===== src/design/rfp_pkg.sv =====
// Shared types, constants and the CRC-8 step for the remote frame parser.
package rfp_pkg;

  localparam logic [7:0] HdrFirst   = 8'hAA;
  localparam logic [7:0] HdrSecond  = 8'h55;
  localparam logic [7:0] CrcPoly    = 8'h07;
  localparam logic [7:0] StickLimit = 8'd100;
  localparam logic [7:0] GearMax    = 8'd2;

  // Frame byte positions
  localparam logic [3:0] PosHdr0    = 4'd0;
  localparam logic [3:0] PosHdr1    = 4'd1;
  localparam logic [3:0] PosVersion = 4'd2;
  localparam logic [3:0] PosLastCrc = 4'd10;
  localparam logic [3:0] PosCrc     = 4'd11;

  localparam int unsigned CfgIdxW = 1;
  localparam logic [CfgIdxW-1:0] CfgVersion = 1'b0;
  localparam logic [CfgIdxW-1:0] CfgTimeout = 1'b1;

  localparam logic [7:0]  VersionRst = 8'd1;
  localparam logic [31:0] TimeoutRst = 32'd100;

  typedef enum logic {
    CmdByte    = 1'b0,
    CmdLineErr = 1'b1
  } rfp_cmd_e;

  typedef struct packed {
    logic        command;
    logic [7:0]  rx_byte;
    logic [31:0] now_ms;
  } rfp_in_t;

  typedef struct packed {
    logic [7:0]        sequence_res;
    logic              pwr_flag;
    logic signed [7:0] left_x;
    logic signed [7:0] left_y;
    logic signed [7:0] right_x;
    logic signed [7:0] right_y;
    logic [1:0]        gear_left;
    logic [1:0]        gear_right;
  } rfp_ctrl_t;

  typedef struct packed {
    logic        frame_accepted;
    rfp_ctrl_t   ctrl;
    logic [31:0] valid_frames;
    logic [31:0] crc_errors;
    logic        online;
  } rfp_res_t;

  // Verdict on a completed frame
  typedef struct packed {
    logic crc_err;
    logic pass;
  } rfp_chk_t;

  function automatic logic [7:0] crc8_feed(input logic [7:0] crc, input logic [7:0] b);
    logic [7:0] c;
    c = crc ^ b;
    for (int i = 0; i < 8; i++) begin
      c = c[7] ? ({c[6:0], 1'b0} ^ CrcPoly) : {c[6:0], 1'b0};
    end
    return c;
  endfunction

endpackage


===== src/design/rfp_if.sv =====
// Valid/ready channel interfaces for the remote frame parser.
interface rfp_in_if import rfp_pkg::*; ();
  logic    valid;
  logic    ready;
  rfp_in_t data;

  modport source (output valid, output data, input ready);
  modport sink   (input valid, input data, output ready);
endinterface

interface rfp_res_if import rfp_pkg::*; ();
  logic     valid;
  logic     ready;
  rfp_res_t data;

  modport source (output valid, output data, input ready);
  modport sink   (input valid, input data, output ready);
endinterface

interface rfp_cfg_if import rfp_pkg::*; ();
  logic               valid;
  logic               ready;
  logic [CfgIdxW-1:0] index;
  logic [31:0]        wdata;

  modport source (output valid, output index, output wdata, input ready);
  modport sink   (input valid, input index, input wdata, output ready);
endinterface


===== src/design/rfp_frame_check.sv =====
// Field checks on a completed frame: version, CRC, power, stick and gear ranges.
module rfp_frame_check import rfp_pkg::*; (
  input  logic [7:0] version_i,
  input  logic [7:0] cfg_version_i,
  input  logic [7:0] crc_calc_i,
  input  logic [7:0] crc_rx_i,
  input  logic [7:0] power_i,
  input  logic [7:0] stick_i [4],
  input  logic [7:0] lgear_i,
  input  logic [7:0] rgear_i,
  output rfp_chk_t   chk_o
);

  logic ver_ok, crc_ok, power_ok, sticks_ok, gears_ok, zero_ok;

  always_comb begin
    ver_ok    = (version_i == cfg_version_i);
    crc_ok    = (crc_calc_i == crc_rx_i);
    power_ok  = (power_i[7:1] == 7'd0);
    sticks_ok = 1'b1;
    zero_ok   = (lgear_i == 8'd0) && (rgear_i == 8'd0);
    for (int i = 0; i < 4; i++) begin
      if (($signed(stick_i[i]) < -$signed(StickLimit)) ||
          ($signed(stick_i[i]) > $signed(StickLimit))) begin
        sticks_ok = 1'b0;
      end
      if (stick_i[i] != 8'd0) begin
        zero_ok = 1'b0;
      end
    end
    gears_ok = (lgear_i != 8'd0) && (lgear_i <= GearMax) &&
               (rgear_i != 8'd0) && (rgear_i <= GearMax);

    chk_o.crc_err = ver_ok && !crc_ok;
    chk_o.pass    = ver_ok && crc_ok && power_ok && sticks_ok &&
                    (power_i[0] ? gears_ok : zero_ok);
  end

endmodule


===== src/design/remote_frame_parser_crc8.sv =====
// Top level of the remote frame parser with CRC-8 frame check.
// Takes one received UART byte or line-error event per cycle while ready, and returns one
// result per item: the held controls of the last valid frame, the valid-frame and CRC-error
// counters and the online flag. The parser hunts for the AA 55 header, collects a 12-byte
// frame and checks version, CRC-8 (poly 0x07, init 0 over bytes 2..10) and field ranges on
// the last byte. The whole per-byte step is a single pass of logic from the parser state
// into a two-entry result buffer, so each result is registered there, and the input keeps
// taking one item per cycle until both result entries are held. Configuration writes are
// registered and always accepted.
module remote_frame_parser_crc8 import rfp_pkg::*; (
  input  logic clk_i,
  input  logic rst_ni,
  rfp_in_if.sink    rx_i,
  rfp_res_if.source res_o,
  rfp_cfg_if.sink   cfg_i
);

  logic [7:0]  version_q;
  logic [31:0] timeout_q;

  logic [3:0]  pos_q, pos_d;
  logic [7:0]  crc_q, crc_d;
  logic [7:0]  frame_q [PosVersion:PosLastCrc];
  rfp_ctrl_t   held_q, held_d;
  logic [31:0] last_q, last_d;
  logic [31:0] vcnt_q, vcnt_d;
  logic [31:0] ecnt_q, ecnt_d;

  rfp_res_t    main_q, skid_q, res_d;
  logic        main_valid_q, skid_valid_q;

  logic        in_xfer, out_xfer, store_en;
  logic [7:0]  b;
  logic [31:0] age;
  logic [7:0]  sticks [4];
  rfp_chk_t    chk;

  assign in_xfer   = rx_i.valid && rx_i.ready;
  assign out_xfer  = res_o.valid && res_o.ready;
  assign rx_i.ready = !skid_valid_q;
  assign res_o.valid = main_valid_q;
  assign res_o.data  = main_q;
  assign cfg_i.ready = 1'b1;
  assign b = rx_i.data.rx_byte;

  assign sticks[0] = frame_q[5];
  assign sticks[1] = frame_q[6];
  assign sticks[2] = frame_q[7];
  assign sticks[3] = frame_q[8];

  rfp_frame_check u_check (
    .version_i     (frame_q[PosVersion]),
    .cfg_version_i (version_q),
    .crc_calc_i    (crc_q),
    .crc_rx_i      (b),
    .power_i       (frame_q[4]),
    .stick_i       (sticks),
    .lgear_i       (frame_q[9]),
    .rgear_i       (frame_q[10]),
    .chk_o         (chk)
  );

  always_comb begin
    pos_d    = pos_q;
    crc_d    = crc_q;
    held_d   = held_q;
    last_d   = last_q;
    vcnt_d   = vcnt_q;
    ecnt_d   = ecnt_q;
    store_en = 1'b0;
    res_d.frame_accepted = 1'b0;

    if (rx_i.data.command == CmdLineErr) begin
      pos_d = PosHdr0;
    end else begin
      case (pos_q)
        PosHdr0: begin
          if (b == HdrFirst) pos_d = PosHdr1;
        end
        PosHdr1: begin
          if (b == HdrSecond) begin
            pos_d = PosVersion;
          end else if (b != HdrFirst) begin
            pos_d = PosHdr0;
          end
        end
        default: begin
          store_en = (pos_q <= PosLastCrc);
          if (pos_q == PosVersion) begin
            crc_d = crc8_feed(8'd0, b);
          end else if (pos_q <= PosLastCrc) begin
            crc_d = crc8_feed(crc_q, b);
          end
          if (pos_q >= PosCrc) begin
            pos_d = PosHdr0;
            if (chk.crc_err) ecnt_d = ecnt_q + 32'd1;
            if (chk.pass) begin
              held_d.sequence_res = frame_q[3];
              held_d.pwr_flag     = frame_q[4][0];
              held_d.left_x       = frame_q[5];
              held_d.left_y       = frame_q[6];
              held_d.right_x      = frame_q[7];
              held_d.right_y      = frame_q[8];
              held_d.gear_left    = frame_q[9][1:0];
              held_d.gear_right   = frame_q[10][1:0];
              last_d = rx_i.data.now_ms;
              vcnt_d = vcnt_q + 32'd1;
              res_d.frame_accepted = 1'b1;
            end
          end else begin
            pos_d = pos_q + 4'd1;
          end
        end
      endcase
    end

    age = rx_i.data.now_ms - last_d;
    res_d.ctrl         = held_d;
    res_d.valid_frames = vcnt_d;
    res_d.crc_errors   = ecnt_d;
    res_d.online       = (vcnt_d != 32'd0) && (age <= timeout_q);
  end

  // Parser state and configuration
  always_ff @(posedge clk_i or negedge rst_ni) begin
    if (!rst_ni) begin
      version_q <= VersionRst;
      timeout_q <= TimeoutRst;
      pos_q     <= PosHdr0;
      crc_q     <= 8'd0;
      held_q    <= '0;
      last_q    <= 32'd0;
      vcnt_q    <= 32'd0;
      ecnt_q    <= 32'd0;
    end else begin
      if (cfg_i.valid && cfg_i.ready) begin
        case (cfg_i.index)
          CfgVersion: version_q <= cfg_i.wdata[7:0];
          CfgTimeout: timeout_q <= cfg_i.wdata;
          default: ;
        endcase
      end
      if (in_xfer) begin
        pos_q  <= pos_d;
        crc_q  <= crc_d;
        held_q <= held_d;
        last_q <= last_d;
        vcnt_q <= vcnt_d;
        ecnt_q <= ecnt_d;
      end
    end
  end

  // Frame bytes 2..10; header bytes are implied by the position
  always_ff @(posedge clk_i) begin
    for (int i = PosVersion; i <= PosLastCrc; i++) begin
      if (in_xfer && store_en && (pos_q == 4'(i))) frame_q[i] <= b;
    end
  end

  // Two-entry result buffer: main drives the port, skid catches a transfer during a stall
  always_ff @(posedge clk_i or negedge rst_ni) begin
    if (!rst_ni) begin
      main_valid_q <= 1'b0;
      skid_valid_q <= 1'b0;
    end else if (skid_valid_q) begin
      if (out_xfer) begin
        skid_valid_q <= 1'b0;
      end
    end else if (in_xfer) begin
      if (main_valid_q && !out_xfer) begin
        skid_valid_q <= 1'b1;
      end else begin
        main_valid_q <= 1'b1;
      end
    end else if (out_xfer) begin
      main_valid_q <= 1'b0;
    end
  end

  always_ff @(posedge clk_i) begin
    if (skid_valid_q) begin
      if (out_xfer) main_q <= skid_q;
    end else if (in_xfer) begin
      if (main_valid_q && !out_xfer) begin
        skid_q <= res_d;
      end else begin
        main_q <= res_d;
      end
    end
  end

endmodule

===== src/flat_wrapper.sv =====
// flat-port wrapper written by rule: the top's interface ports become plain ports
module remote_frame_parser_crc8_flat import rfp_pkg::*;
  (clk_i, rst_ni, rx_i_valid, rx_i_data, rx_i_ready, res_o_valid, res_o_data, res_o_ready, cfg_i_valid, cfg_i_index, cfg_i_wdata, cfg_i_ready);
  rfp_in_if rx_i_i ();
  rfp_res_if res_o_i ();
  rfp_cfg_if cfg_i_i ();
  input  logic clk_i;
  input  logic rst_ni;
  input wire logic [$bits(rx_i_i.valid)-1:0] rx_i_valid;
  input wire logic [$bits(rx_i_i.data)-1:0] rx_i_data;
  output wire logic [$bits(rx_i_i.ready)-1:0] rx_i_ready;
  output wire logic [$bits(res_o_i.valid)-1:0] res_o_valid;
  output wire logic [$bits(res_o_i.data)-1:0] res_o_data;
  input wire logic [$bits(res_o_i.ready)-1:0] res_o_ready;
  input wire logic [$bits(cfg_i_i.valid)-1:0] cfg_i_valid;
  input wire logic [$bits(cfg_i_i.index)-1:0] cfg_i_index;
  input wire logic [$bits(cfg_i_i.wdata)-1:0] cfg_i_wdata;
  output wire logic [$bits(cfg_i_i.ready)-1:0] cfg_i_ready;
  assign rx_i_i.valid = rx_i_valid;
  assign rx_i_i.data = rx_i_data;
  assign rx_i_ready = rx_i_i.ready;
  assign res_o_valid = res_o_i.valid;
  assign res_o_data = res_o_i.data;
  assign res_o_i.ready = res_o_ready;
  assign cfg_i_i.valid = cfg_i_valid;
  assign cfg_i_i.index = cfg_i_index;
  assign cfg_i_i.wdata = cfg_i_wdata;
  assign cfg_i_ready = cfg_i_i.ready;
  remote_frame_parser_crc8 u_core (.clk_i(clk_i), .rst_ni(rst_ni), .rx_i(rx_i_i), .res_o(res_o_i), .cfg_i(cfg_i_i));
endmodule

===== config.mk =====
export PLATFORM = sky130hd
export DESIGN_NAME = remote_frame_parser_crc8_flat
export DESIGN_NICKNAME = d
export VERILOG_FILES = /design/src/design/rfp_pkg.sv /design/src/design/rfp_if.sv /design/src/design/rfp_frame_check.sv /design/src/design/remote_frame_parser_crc8.sv /design/src/flat_wrapper.sv
export SDC_FILE = /design/constraint.sdc
export NUM_CORES = 1
export LEC_CHECK = 0
export BUFFER_PORTS_ARGS = -buffer_cell sky130_fd_sc_hd__buf_2
export CAP_MARGIN = 5
export CORE_UTILIZATION = 26
export DETAILED_ROUTE_END_ITERATION = 8
export GPL_TIMING_DRIVEN = 0
export REMOVE_ABC_BUFFERS = 1
export SLEW_MARGIN = 20
export SYNTH_ARGS = -nofsm -noshare
export SYNTH_HDL_FRONTEND = slang
export SYNTH_SLANG_ARGS = --single-unit
export TNS_END_PERCENT = 20

===== constraint.sdc =====
create_clock -name clk_i -period 9.47 [get_ports clk_i]
set_input_delay 0.4735 -clock clk_i [delete_from_list [all_inputs] [get_ports clk_i]]
set_output_delay 0.4735 -clock clk_i [all_outputs]
set_load 0.01 [all_outputs]

==> flow_metrics.env, run 1 <==
export IMPL_startpoint_type="register"
export IMPL_setup_viol=0
export IMPL_track_usage=0.1256
export IMPL_clk_pin_slew_ps=60
export IMPL_yosysWarnings=0
export IMPL_ir_drop_mv=0.1359
export IMPL_routed_via_density=4.574
export IMPL_multi_input_area_sq_um=9727
export IMPL_drive_gt1_frac=0.2101
export IMPL_die_w_um=305.7
export IMPL_min_period_over_period=0.8680
export IMPL_dpl_cell_count=3430
export IMPL_drc_errors=0
export IMPL_synth_edf_count=294
export IMPL_relSlewSlack=0.3792
export IMPL_p_leak_nw=12.01
export IMPL_grt_pass1_wl_um=92420
export IMPL_hpwlAfterDp_um=41170
export IMPL_rsz0062_at_grt="no"
export IMPL_critPathMaxStageDelay_ps=830
export IMPL_fp_coreArea_sq_um=91520
export IMPL_clock_sinks=489
export IMPL_drt_iter0_drc=1136
export IMPL_wl_um=58920
export IMPL_grt_max_degree=87
export IMPL_path_max_fanout=22
export IMPL_fin_cells=3539
export IMPL_seq_area_sq_um=13710
export IMPL_grt_ovfl_total=0
export IMPL_dieArea_sq_um=93450
export IMPL_initial_utilization=0.2620
export IMPL_arrival_ps=8700
export IMPL_place_congestion=0.8345
export IMPL_r2r_cells=29
export IMPL_postSynthAreaPerCell_sq_um=11.33
export IMPL_die_h_um=305.7
export IMPL_ios=193
export IMPL_final_hold_violation_count=0
export IMPL_crit_type="reg2reg"
export IMPL_fmax_mhz=121.7
export IMPL_worst_pin_slew_ps=929.0
export IMPL_layout_min_cycle_time_ps=8220
export IMPL_fillers=9233
export IMPL_row_count=111
export IMPL_numPortBuffers=191
export IMPL_synthArstFlopShare=0.3988
export IMPL_power_mw=6.286
export IMPL_ys_seq_area_frac=0.5719
export IMPL_ff2ff_setup_slack_ps=1250
export IMPL_syn_inst=2117
export IMPL_crit_path_end="u_core.res_o.data[0]"
export IMPL_htreeDepth=2
export IMPL_syn2layout_area_growth_pct=19.17
export IMPL_cts_root_buf="clkbuf_16"
export IMPL_antenna_found_initial=13
export IMPL_cts_buffer_depth=3
export IMPL_nNetsFinal=2462
export IMPL_hp_class="in2reg"
export IMPL_numCtsBuffers=56
export IMPL_insertion_delay_ps=630
export IMPL_final_setup_skew_ps=34.41
export IMPL_ys_ff_latch=489
export IMPL_postRouteAntennaNets=0
export IMPL_reg2reg_from="u_core.crc_q[6]"
export IMPL_yosys_most_used_dff="edfxtp_1"
export IMPL_yosysUniqueCellTypes=77
export IMPL_r2r_end="u_core.res_o.data[0]"
export IMPL_status="complete, no violations"
export IMPL_syn_cell_area_sq_um=23980
export IMPL_power_density_nw_per_um2=220.0
export IMPL_startpoint="u_core.crc_q[6]"
export IMPL_routed_via_count=16190
export IMPL_cts_tree="built"
export IMPL_grt_pass1_vias=15940
export IMPL_cp_end_kind="register"
export IMPL_drv_slew=0
export IMPL_drt_pass1_iterations=5
export IMPL_wl_per_cell_um=16.65
export IMPL_max_cap_violations=0
export IMPL_slowest_stage="nor2_4"
export IMPL_hold_depth=2
export IMPL_required_ps=9950
worst max-delay path: cells and delay by family, from the launching register on:
| family | cells | cell delay, ps |
|---|---|---|
| fa+ha+maj | 3 | 730 |
| simple gates | 12 | 3250 |
| buf+inv | 1 | 240 |
| mux | 2 | 420 |
| flops | 1 | 520 |
| compound gates | 9 | 2620 |
| xor+xnor | 2 | 260 |
flip-flops by register name, indices dropped and copies added, names as in the netlist:
register	cells
u_core.version_q	8
u_core.timeout_q	32
u_core.pos_q	4
u_core.vcnt_q	32
u_core.last_q	32
u_core.ecnt_q	32
u_core.crc_q	8
u_core.skid_q	111
u_core.frame_q	72
u_core.held_q	45
u_core.res_o.data	111
u_core.skid_valid_q	1
u_core.res_o.valid	1
report_power, final:
| part | internal [mW] | leakage (nW) | switching [mW] |
|---|---|---|---|
| sequential | 2.64 | 5.42 | 0.134 |
| clock | 1.29 | 0.926 | 0.936 |
| combinational | 0.569 | 5.67 | 0.722 |
layout make-up:
cell class | instances | share of cell area
Inverter | 63 | 0.008450
Sequential cell | 489 | 0.4799
Tap cell | 1186 | 0.05193
Clock buffer | 67 | 0.05298
Timing Repair Buffer | 214 | 0.05272
Multi-Input combinational cell | 1480 | 0.3404
Antenna cell | 2 | 0.0001751
Clock inverter | 38 | 0.01349
per-layer routing:
layer  vias up  GRT usage  share of wire
met3       107    0.02496          0.048
met1      7907     0.1613           0.44
li1       7822          -              -
met4        18    0.03529          0.023
met5         -          0         0.0018
met2       332     0.2132           0.48
cells in the final DEF (no fill, tap or decap), types with 6 or more instances in the layout:
| cell type | Yosys | layout |
|---|---|---|
| nand2_1 | 482 | 480 |
| nand2b_1 | 8 | 8 |
| mux2i_1 | 29 | 29 |
| inv_1 | 62 | 62 |
| buf_16 | 0 | 14 |
| ha_1 | 78 | 78 |
| nor4_1 | 36 | 36 |
| o21a_1 | 11 | 11 |
| a31oi_1 | 6 | 6 |
| nor3_1 | 29 | 29 |
| o21ai_0 | 50 | 50 |
| buf_2 | 11 | 190 |
| a211oi_1 | 10 | 10 |
| o31a_1 | 10 | 9 |
| edfxtp_1 | 294 | 294 |
| xnor2_1 | 111 | 111 |
| and2_1 | 14 | 14 |
| mux2_2 | 150 | 150 |
| a21o_1 | 18 | 18 |
| clkinv_2 | 0 | 17 |
| dfrtp_1 | 191 | 191 |
| nand3_1 | 54 | 54 |
| buf_12 | 0 | 6 |
| xor2_1 | 75 | 75 |
| or2_2 | 9 | 9 |
| clkinvlp_4 | 0 | 7 |
| nor2b_1 | 11 | 10 |
| nor2_1 | 108 | 106 |
| clkbuf_16 | 0 | 57 |
| nand4_1 | 29 | 29 |
| and3_1 | 24 | 23 |
| a21oi_1 | 55 | 54 |
cell usage after synthesis, drive strengths merged, types with 54 or more instances:
cell	number	area [sq um]
nand2	482	1809
edfxtp	294	8828
dfrtp	191	4780
mux2	151	1704
xnor2	112	988.4
nor2	108	405.4
ha	78	975.9
xor2	75	656.9
inv	62	232.7
clkbuf	59	221.5
a21oi	55	275.3
nand3	54	270.3
kinds of logic after synthesis:
kind of cell               synth area share
AOI/OAI and AO/OA                   0.05223
xor gates and xnor gates            0.06861
adders and majority gates           0.04153
buffers and inverters               0.02468
DFF                                  0.5719
muxes                               0.08317
other                             0.0001564
and+or+nand+nor                      0.1577
metrics by stage:
| step | cell area, sq um | TNS (ps) | utilization | hold slack [ps] | setup WS, ps |
|---|---|---|---|---|---|
| 6_report | 28580 | 0 | 0.3122 | 103.6 | 1250 |
| 5_1_grt | 28580 | 0 | 0.3122 | 70.47 | 470.4 |
| 4_1_cts | 28570 | 0 | 0.3122 | 50.78 | 1174 |
| 3_5_place_dp | 26650 | 0 | 0.2912 | 408.4 | 855.1 |
| 3_3_place_gp | 26060 | -890350 | 0.2848 | 451.0 | -6998 |
| 2_1_floorplan | 23620 | -50.66 | - | 177.9 | -50.66 |
what timing repair did:
item | CTS | global route
gates resized for setup | 0 | 0
hold buffers | 2 | 0
setup buffers | 0 | 0
endpoints found under the hold margin | 46 | 0
worst min path at each step:
stage                                 start                    to
final                       cfg_i_wdata[12]  u_core.timeout_q[12]
after global routing        cfg_i_wdata[22]  u_core.timeout_q[22]
after CTS                      rx_i_data[2]      u_core.last_q[2]
after detailed placement             rst_ni     u_core.last_q[22]
after global placement    u_core.held_q[27]     u_core.held_q[27]
after floorplan                      rst_ni       u_core.crc_q[0]
Note: power is estimated with default switching activity, not from simulation.
==> inputs of run 2 (changes only) <==
- SYNTH_HIERARCHICAL: default -> 1
==> flow_metrics.env, run 2 <==
export IMPL_status="complete, no violations"
export IMPL_routed_via_density=4.514
export IMPL_p_sw_frac=0.2798
export IMPL_drv_slew=0
export IMPL_wl_um=55600
export IMPL_grt_pass1_wl_um=86930
export IMPL_seqPwrFrac=0.413
export IMPL_post_cts_buffers=0
export IMPL_dieArea_sq_um=93030
export IMPL_fin_cells=3357
export IMPL_grt_max_degree=81
export IMPL_synth_edf_count=294
export IMPL_netlist_top_cells_area="edfxtp_1 37%, dfrtp_1 20%, mux2_2 11%, xnor2_1 4.1%, ha_1 3.9%"
export IMPL_synth_most_common_cell="edfxtp_1"
export IMPL_numCtsBuffers=57
export IMPL_cp_end_kind="register"
export IMPL_yosys_most_used_dff="edfxtp_1"
export IMPL_p_leak_nw=11.93
export IMPL_syn2layout_area_growth_pct=20.91
export IMPL_grt_pass1_vias=15020
export IMPL_htreeDepth=2
export IMPL_power_density_nw_per_um2=232.7
export IMPL_path_max_fanout=55
export IMPL_cts_root_buf="clkbuf_16"
export IMPL_ios=193
export IMPL_diodes=0
export IMPL_ir_drop_mv=0.1639
export IMPL_clock_sinks=489
export IMPL_power_internal_mw=4.836
export IMPL_drt_iter0_drc=823
export IMPL_drt_pass1_iterations=5
export IMPL_p_clk_frac=0.379
export IMPL_ys_seq_area_frac=0.5745
export IMPL_drive_gt1_frac=0.2627
export IMPL_final_cell_mix="294 x edfxtp_1, 228 x nand2_1, 227 x mux2_2"
export IMPL_min_period_over_period=0.9027
export IMPL_rsz0062_at_grt="no"
export IMPL_crit_type="reg2reg"
export IMPL_final_setup_skew_ps=57.36
export IMPL_track_usage=0.1190
export IMPL_row_count=110
export IMPL_nNetsFinal=2287
export IMPL_layout_min_cycle_time_ps=8549
export IMPL_initial_utilization=0.2640
export IMPL_syn_cell_area_sq_um=23870
export IMPL_arrival_ps=8870
export IMPL_synth_common_cells="294 x edfxtp_1, 230 x nand2_1, 227 x mux2_2"
export IMPL_cts_buffer_depth=3
export IMPL_wl_per_cell_um=16.56
export IMPL_place_congestion=0.7883
export IMPL_layout_commonest_cell="edfxtp_1"
export IMPL_yosysWarnings=6
export IMPL_grt_ovfl_total=0
export IMPL_synth_top_area_frac=0.3698
export IMPL_fmax_mhz=117.0
export IMPL_layout_setup_ws_ps=921.4
export IMPL_required_ps=9790
export IMPL_hp_class="in2reg"
export IMPL_postSynthAreaPerCell_sq_um=12.45
export IMPL_routed_via_count=15150
export IMPL_fp_coreArea_sq_um=90420
export IMPL_power_net_switching_mw=1.879
export IMPL_worst_pin_slew_ps=826.0
export IMPL_insertion_delay_ps=660
export IMPL_numPortBuffers=191
export IMPL_cts_tree="built"
export IMPL_relSlewSlack=0.4473
export IMPL_startpoint_type="register"
export IMPL_dpl_cell_count=3229
export IMPL_drc_errors=0
export IMPL_hpwlAfterDp_um=38660
export IMPL_clk_pin_slew_ps=60
export IMPL_yosys_area_top_type="edfxtp_1"
export IMPL_die_h_um=305.0
export IMPL_ys_ff_latch=489
export IMPL_pwr_share_comb=0.208
export IMPL_synthArstFlopShare=0.3988
export IMPL_fillers=9014
export IMPL_postRouteAntennaNets=0
export IMPL_max_cap_violations=0
export IMPL_yosysUniqueCellTypes=76
export IMPL_syn_inst=1918
export IMPL_place_ws_ps=-249.1
export IMPL_die_w_um=305.0
export IMPL_fin_tns_setup_ps=0
export IMPL_final_hold_violation_count=0
export IMPL_setup_viol=0
export IMPL_antenna_found_initial=4
==> run 2: cell types whose count changed after synthesis, moves of 8 or more <==
cell	previous run	this run
nand2_1	482	230
mux2_2	150	227
clkbuf_1	59	41
nor4_1	36	24
nand3_1	54	43
nor2_1	108	100
==> run 2: final cells by class <==
class	instances	area, sq um	area share
flip-flops and latches	489	13710	0.4751
multi-input cells	1287	9628	0.3336
repair buffers	228	1582	0.05479
clock buffers	70	1525	0.05284
well taps	1176	1471	0.05098
clock inverters	38	675.6	0.02341
inverters	69	269.0	0.009320
==> run 2: routing by layer <==
| layer | up-vias | GRT usage | share of wire |
|---|---|---|---|
| li1 | 7344 | - | - |
| met1 | 7439 | 0.1609 | 0.47 |
| met2 | 282 | 0.1887 | 0.46 |
| met3 | 84 | 0.02420 | 0.046 |
| met4 | 4 | 0.04005 | 0.025 |
| met5 | - | 0 | 0.00040 |
==> run 2: worst paths after layout <==
kind                                  startpoint                    to  slack (ps)  cells after the start
setup / recovery           u_core/frame_q[0][27]  u_core/res_o.data[0]         920                     26
hold / removal                   cfg_i_wdata[10]  u_core/timeout_q[10]          70                      2
setup reg to reg           u_core/frame_q[0][27]  u_core/res_o.data[0]         920                     26
hold reg to reg                 u_core/ecnt_q[3]      u_core/ecnt_q[3]         470                      1
max in group asynchronous                 rst_ni   u_core/timeout_q[6]        8310                      3
min in group asynchronous                 rst_ni     u_core/last_q[29]         330                      2
==> run 2: repair_timing <==
action / in CTS / in global routing
resized for setup: 2 / 1
hold buffers: 20 / 0
endpoints found under the setup margin: 1 / 2
endpoints found under the hold margin: 63 / 0
==> run 2: cell families (layout without fill, tap and decap cells) <==
logic type	count (synthesis)	after routing	synth area share
multiplexers	260	260	0.1209
buffers and inverters	142	405	0.02463
flip-flops	489	489	0.5745
AO/OA/AOI/OAI	203	203	0.05540
XOR/XNOR	189	189	0.06934
other	1	1	0.0001571
adder cells (fa/ha/maj)	76	76	0.04015
AND/OR/NAND/NOR	558	558	0.1149
==> run 2: critical path, cell delays in order (launching register included) <==
cell,delay [ps]
edfxtp_1,490
nor4_1,460
nand4_1,160
o31a_1,280
nor4_2,370
and2_2,450
nand2_8,320
inv_6,420
buf_16,280
mux2i_1,230
ha_1,300
a211oi_1,400
o21ai_0,230
a211oi_1,240
a21oi_1,230
a2111oi_2,520
o31ai_1,230
a311oi_1,340
xnor2_1,130
ha_1,300
nand4_1,190
nor2_1,200
o211ai_1,100
o21ai_0,500
o21ai_0,370
nor3_1,310
a311oi_2,80
==> run 2: power groups by stage <==
stage	Sequential, mW	Combinational, mW	Clock, mW
after global routing	2.81	1.53	2.71
after CTS	2.78	1.43	2.64
after floorplan	2.94	0.749	0
final	2.78	1.39	2.54
after global placement	2.91	1.34	0
after detailed placement	2.82	1.42	0
==> run 2: through the flow <==
step	power (mW)	util	area, sq um	hold WS, ps
6_report	6.715	0.3192	28860	67.61
5_1_grt	7.052	0.3192	28860	26.94
4_1_cts	6.853	0.3192	28860	0.02548
3_5_place_dp	4.239	0.2925	26450	431.9
3_3_place_gp	4.247	0.2872	25970	462.8
2_1_floorplan	3.694	-	23540	177.9
==> inputs of run 3 (changes only) <==
- PLACE_DENSITY: default -> 0.4
- SKIP_LAST_GASP: default -> 1
==> flow_metrics.env, run 3 (synthesized netlist as in run 2, its figures left out) <==
export IMPL_final_hold_violation_count=0
export IMPL_min_period_over_period=0.9088
export IMPL_hp_class="in2reg"
export IMPL_clock_sinks=489
export IMPL_worst_pin_slew_ps=844.5
export IMPL_initial_utilization=0.2640
export IMPL_drc_errors=0
export IMPL_die_h_um=305.0
export IMPL_track_usage=0.1252
export IMPL_grt_pass1_wl_um=92160
export IMPL_cts_buffer_depth=3
export IMPL_grt_ovfl_total=0
export IMPL_htreeDepth=2
export IMPL_finalInstanceArea_sq_um=28380
export IMPL_nNetsFinal=2270
export IMPL_power_density_nw_per_um2=224.5
export IMPL_fillers=9049
export IMPL_met1_usage=0.1674
export IMPL_hold_depth=2
export IMPL_wl_um=58080
export IMPL_layout_commonest_cell="edfxtp_1"
export IMPL_busiest_layer="met2"
export IMPL_fin_tns_setup_ps=0
export IMPL_setup_viol=0
export IMPL_post_cts_buffers=0
export IMPL_reg2reg_from="u_core/frame_q[0][30]"
export IMPL_grt_max_degree=86
export IMPL_cts_tree="built"
export IMPL_placed_cell_area_sq_um=26460
export IMPL_drt_pass1_iterations=5
export IMPL_p_sw_frac=0.2947
export IMPL_status="complete, no violations"
export IMPL_power_internal_mw=4.493
export IMPL_fmax_mhz=116.2
export IMPL_drv_slew=0
export IMPL_crit_type="reg2reg"
export IMPL_grtUsageMet2=0.2049
export IMPL_routed_via_density=4.527
export IMPL_power_net_switching_mw=1.877
export IMPL_cts_root_buf="clkbuf_16"
export IMPL_place_congestion=0.7761
export IMPL_r2r_end="u_core/res_o.data[0]"
export IMPL_p_clk_frac=0.346
export IMPL_cp_end_kind="register"
export IMPL_fin_util=0.3138
export IMPL_final_cell_mix="294 x edfxtp_1, 228 x nand2_1, 227 x mux2_2"
export IMPL_hpwlAfterDp_um=39990
export IMPL_seqPwrFrac=0.435
export IMPL_drive_gt1_frac=0.2599
export IMPL_required_ps=9900
export IMPL_r2r_cells=27
export IMPL_insertion_delay_ps=650
export IMPL_startpoint_type="register"
export IMPL_ff2ff_setup_slack_ps=860
export IMPL_syn2layout_area_growth_pct=18.87
export IMPL_die_w_um=305.0
export IMPL_numCtsBuffers=59
export IMPL_gr_usage_met3=0.02628
export IMPL_final_setup_skew_ps=47.50
export IMPL_layout_min_cycle_time_ps=8607
export IMPL_routed_via_count=15130
export IMPL_path_max_fanout=64
export IMPL_diodes=0
export IMPL_fp_coreArea_sq_um=90420
export IMPL_antenna_found_initial=1
export IMPL_rsz0062_at_grt="no"
export IMPL_postRouteAntennaNets=0
export IMPL_wl_per_cell_um=17.38
export IMPL_arrival_ps=9030
export IMPL_ios=193
export IMPL_numPortBuffers=191
export IMPL_ir_drop_mv=0.1667
export IMPL_drt_iter0_drc=599
export IMPL_dieArea_sq_um=93030
export IMPL_p_leak_nw=11.71
export IMPL_clk_pin_slew_ps=60
export IMPL_grt_pass1_vias=15640
export IMPL_row_count=110
export IMPL_max_cap_violations=0
export IMPL_relSlewSlack=0.4349
export IMPL_min_to="u_core/timeout_q[25]"
export IMPL_pwr_share_comb=0.219
export IMPL_min_delay_start="cfg_i_wdata[25]"
[run 3: cell count changes in the layout (fill, tap and decap cells not counted), moves of 2 or more]
| cell | before | now |
|---|---|---|
| clkinv_1 | 2 | 7 |
| clkbuf_16 | 57 | 59 |
| clkinv_4 | 3 | 1 |
| bufinv_16 | 16 | 3 |
| dlygate4sd3_1 | 20 | 1 |
| clkbuf_1 | 8 | 16 |
| clkbuf_8 | 5 | 2 |
| clkinv_2 | 9 | 13 |
[run 3: worst max-delay path, cell delays in order (launching register included)]
cell       delay, ps
edfxtp_1         470
nor4_1           560
nand4_1          190
o31a_1           280
nor4_2           420
and2_2           430
nand2_8          320
inv_6            300
buf_16           340
mux2i_1          230
ha_1             300
a211oi_1         430
o21ai_0          250
a211oi_1         250
a21oi_1          210
a2111oi_2        480
o31ai_1          220
a311oi_1         340
xnor2_1          180
ha_1             270
nand4_1          160
nor2_1            90
a21oi_1          160
o211a_1          170
o21ai_0          200
nor3_1           610
nor3_1           150
a311oi_2         290
[run 3: layer usage]
metal  share of wire  vias up
met4           0.019        0
met2            0.47      243
li1                -     7325
met1            0.47     7491
met5               0        -
met3           0.045       71
[run 3: how the worst max path moves through the flow]
stage | from | endpoint | slack [ps]
3_5_place_dp | rx_i_data[34] | u_core/res_o.data[0] | -210
3_3_place_gp | u_core/skid_valid_q | u_core/held_q[12] | -4940
5_1_grt | u_core/crc_q[2] | u_core/res_o.data[0] | 210
6_report | u_core/frame_q[0][30] | u_core/res_o.data[0] | 860
2_1_floorplan | u_core/skid_valid_q | u_core/held_q[0] | 1590
4_1_cts | u_core/crc_q[1] | u_core/res_o.data[0] | 50
[run 3: repair_timing]
item | 4_1_cts | 5_1_grt
gates resized for setup | 0 | 2
endpoints found under the hold margin | 31 | 0
endpoints found under the setup margin | 0 | 2
hold buffers | 1 | 0
[run 3: power groups by stage]
stage	clock network (mW)	logic, mW	registers [mW]
2_1_floorplan	0	0.749	2.94
3_3_place_gp	0	1.37	2.90
3_5_place_dp	0	1.43	2.82
4_1_cts	2.31	1.44	2.78
5_1_grt	2.38	1.55	2.81
6_report	2.20	1.39	2.77
[run 3: area by class of cell]
class	instances	area, sq um	share of cell area
Timing Repair Buffer	209	1399	0.04930
Clock buffer	77	1564	0.05512
Multi-Input combinational cell	1287	9622	0.3391
Tap cell	1176	1471	0.05185
Clock inverter	35	335.3	0.01182
Inverter	69	271.5	0.009568
Sequential cell	489	13710	0.4833
[run 3: stage by stage]
stage | hold slack [ps] | std cells | power, mW | setup slack, ps
6_report | 92.22 | 3342 | 6.370 | 863.3
5_1_grt | 42.84 | 3342 | 6.741 | 213.8
4_1_cts | 31.25 | 3342 | 6.529 | 50.14
3_5_place_dp | 392.1 | 3229 | 4.248 | -211.1
3_3_place_gp | 459.0 | 3212 | 4.270 | -4939
2_1_floorplan | 177.9 | 1845 | 3.694 | 1591
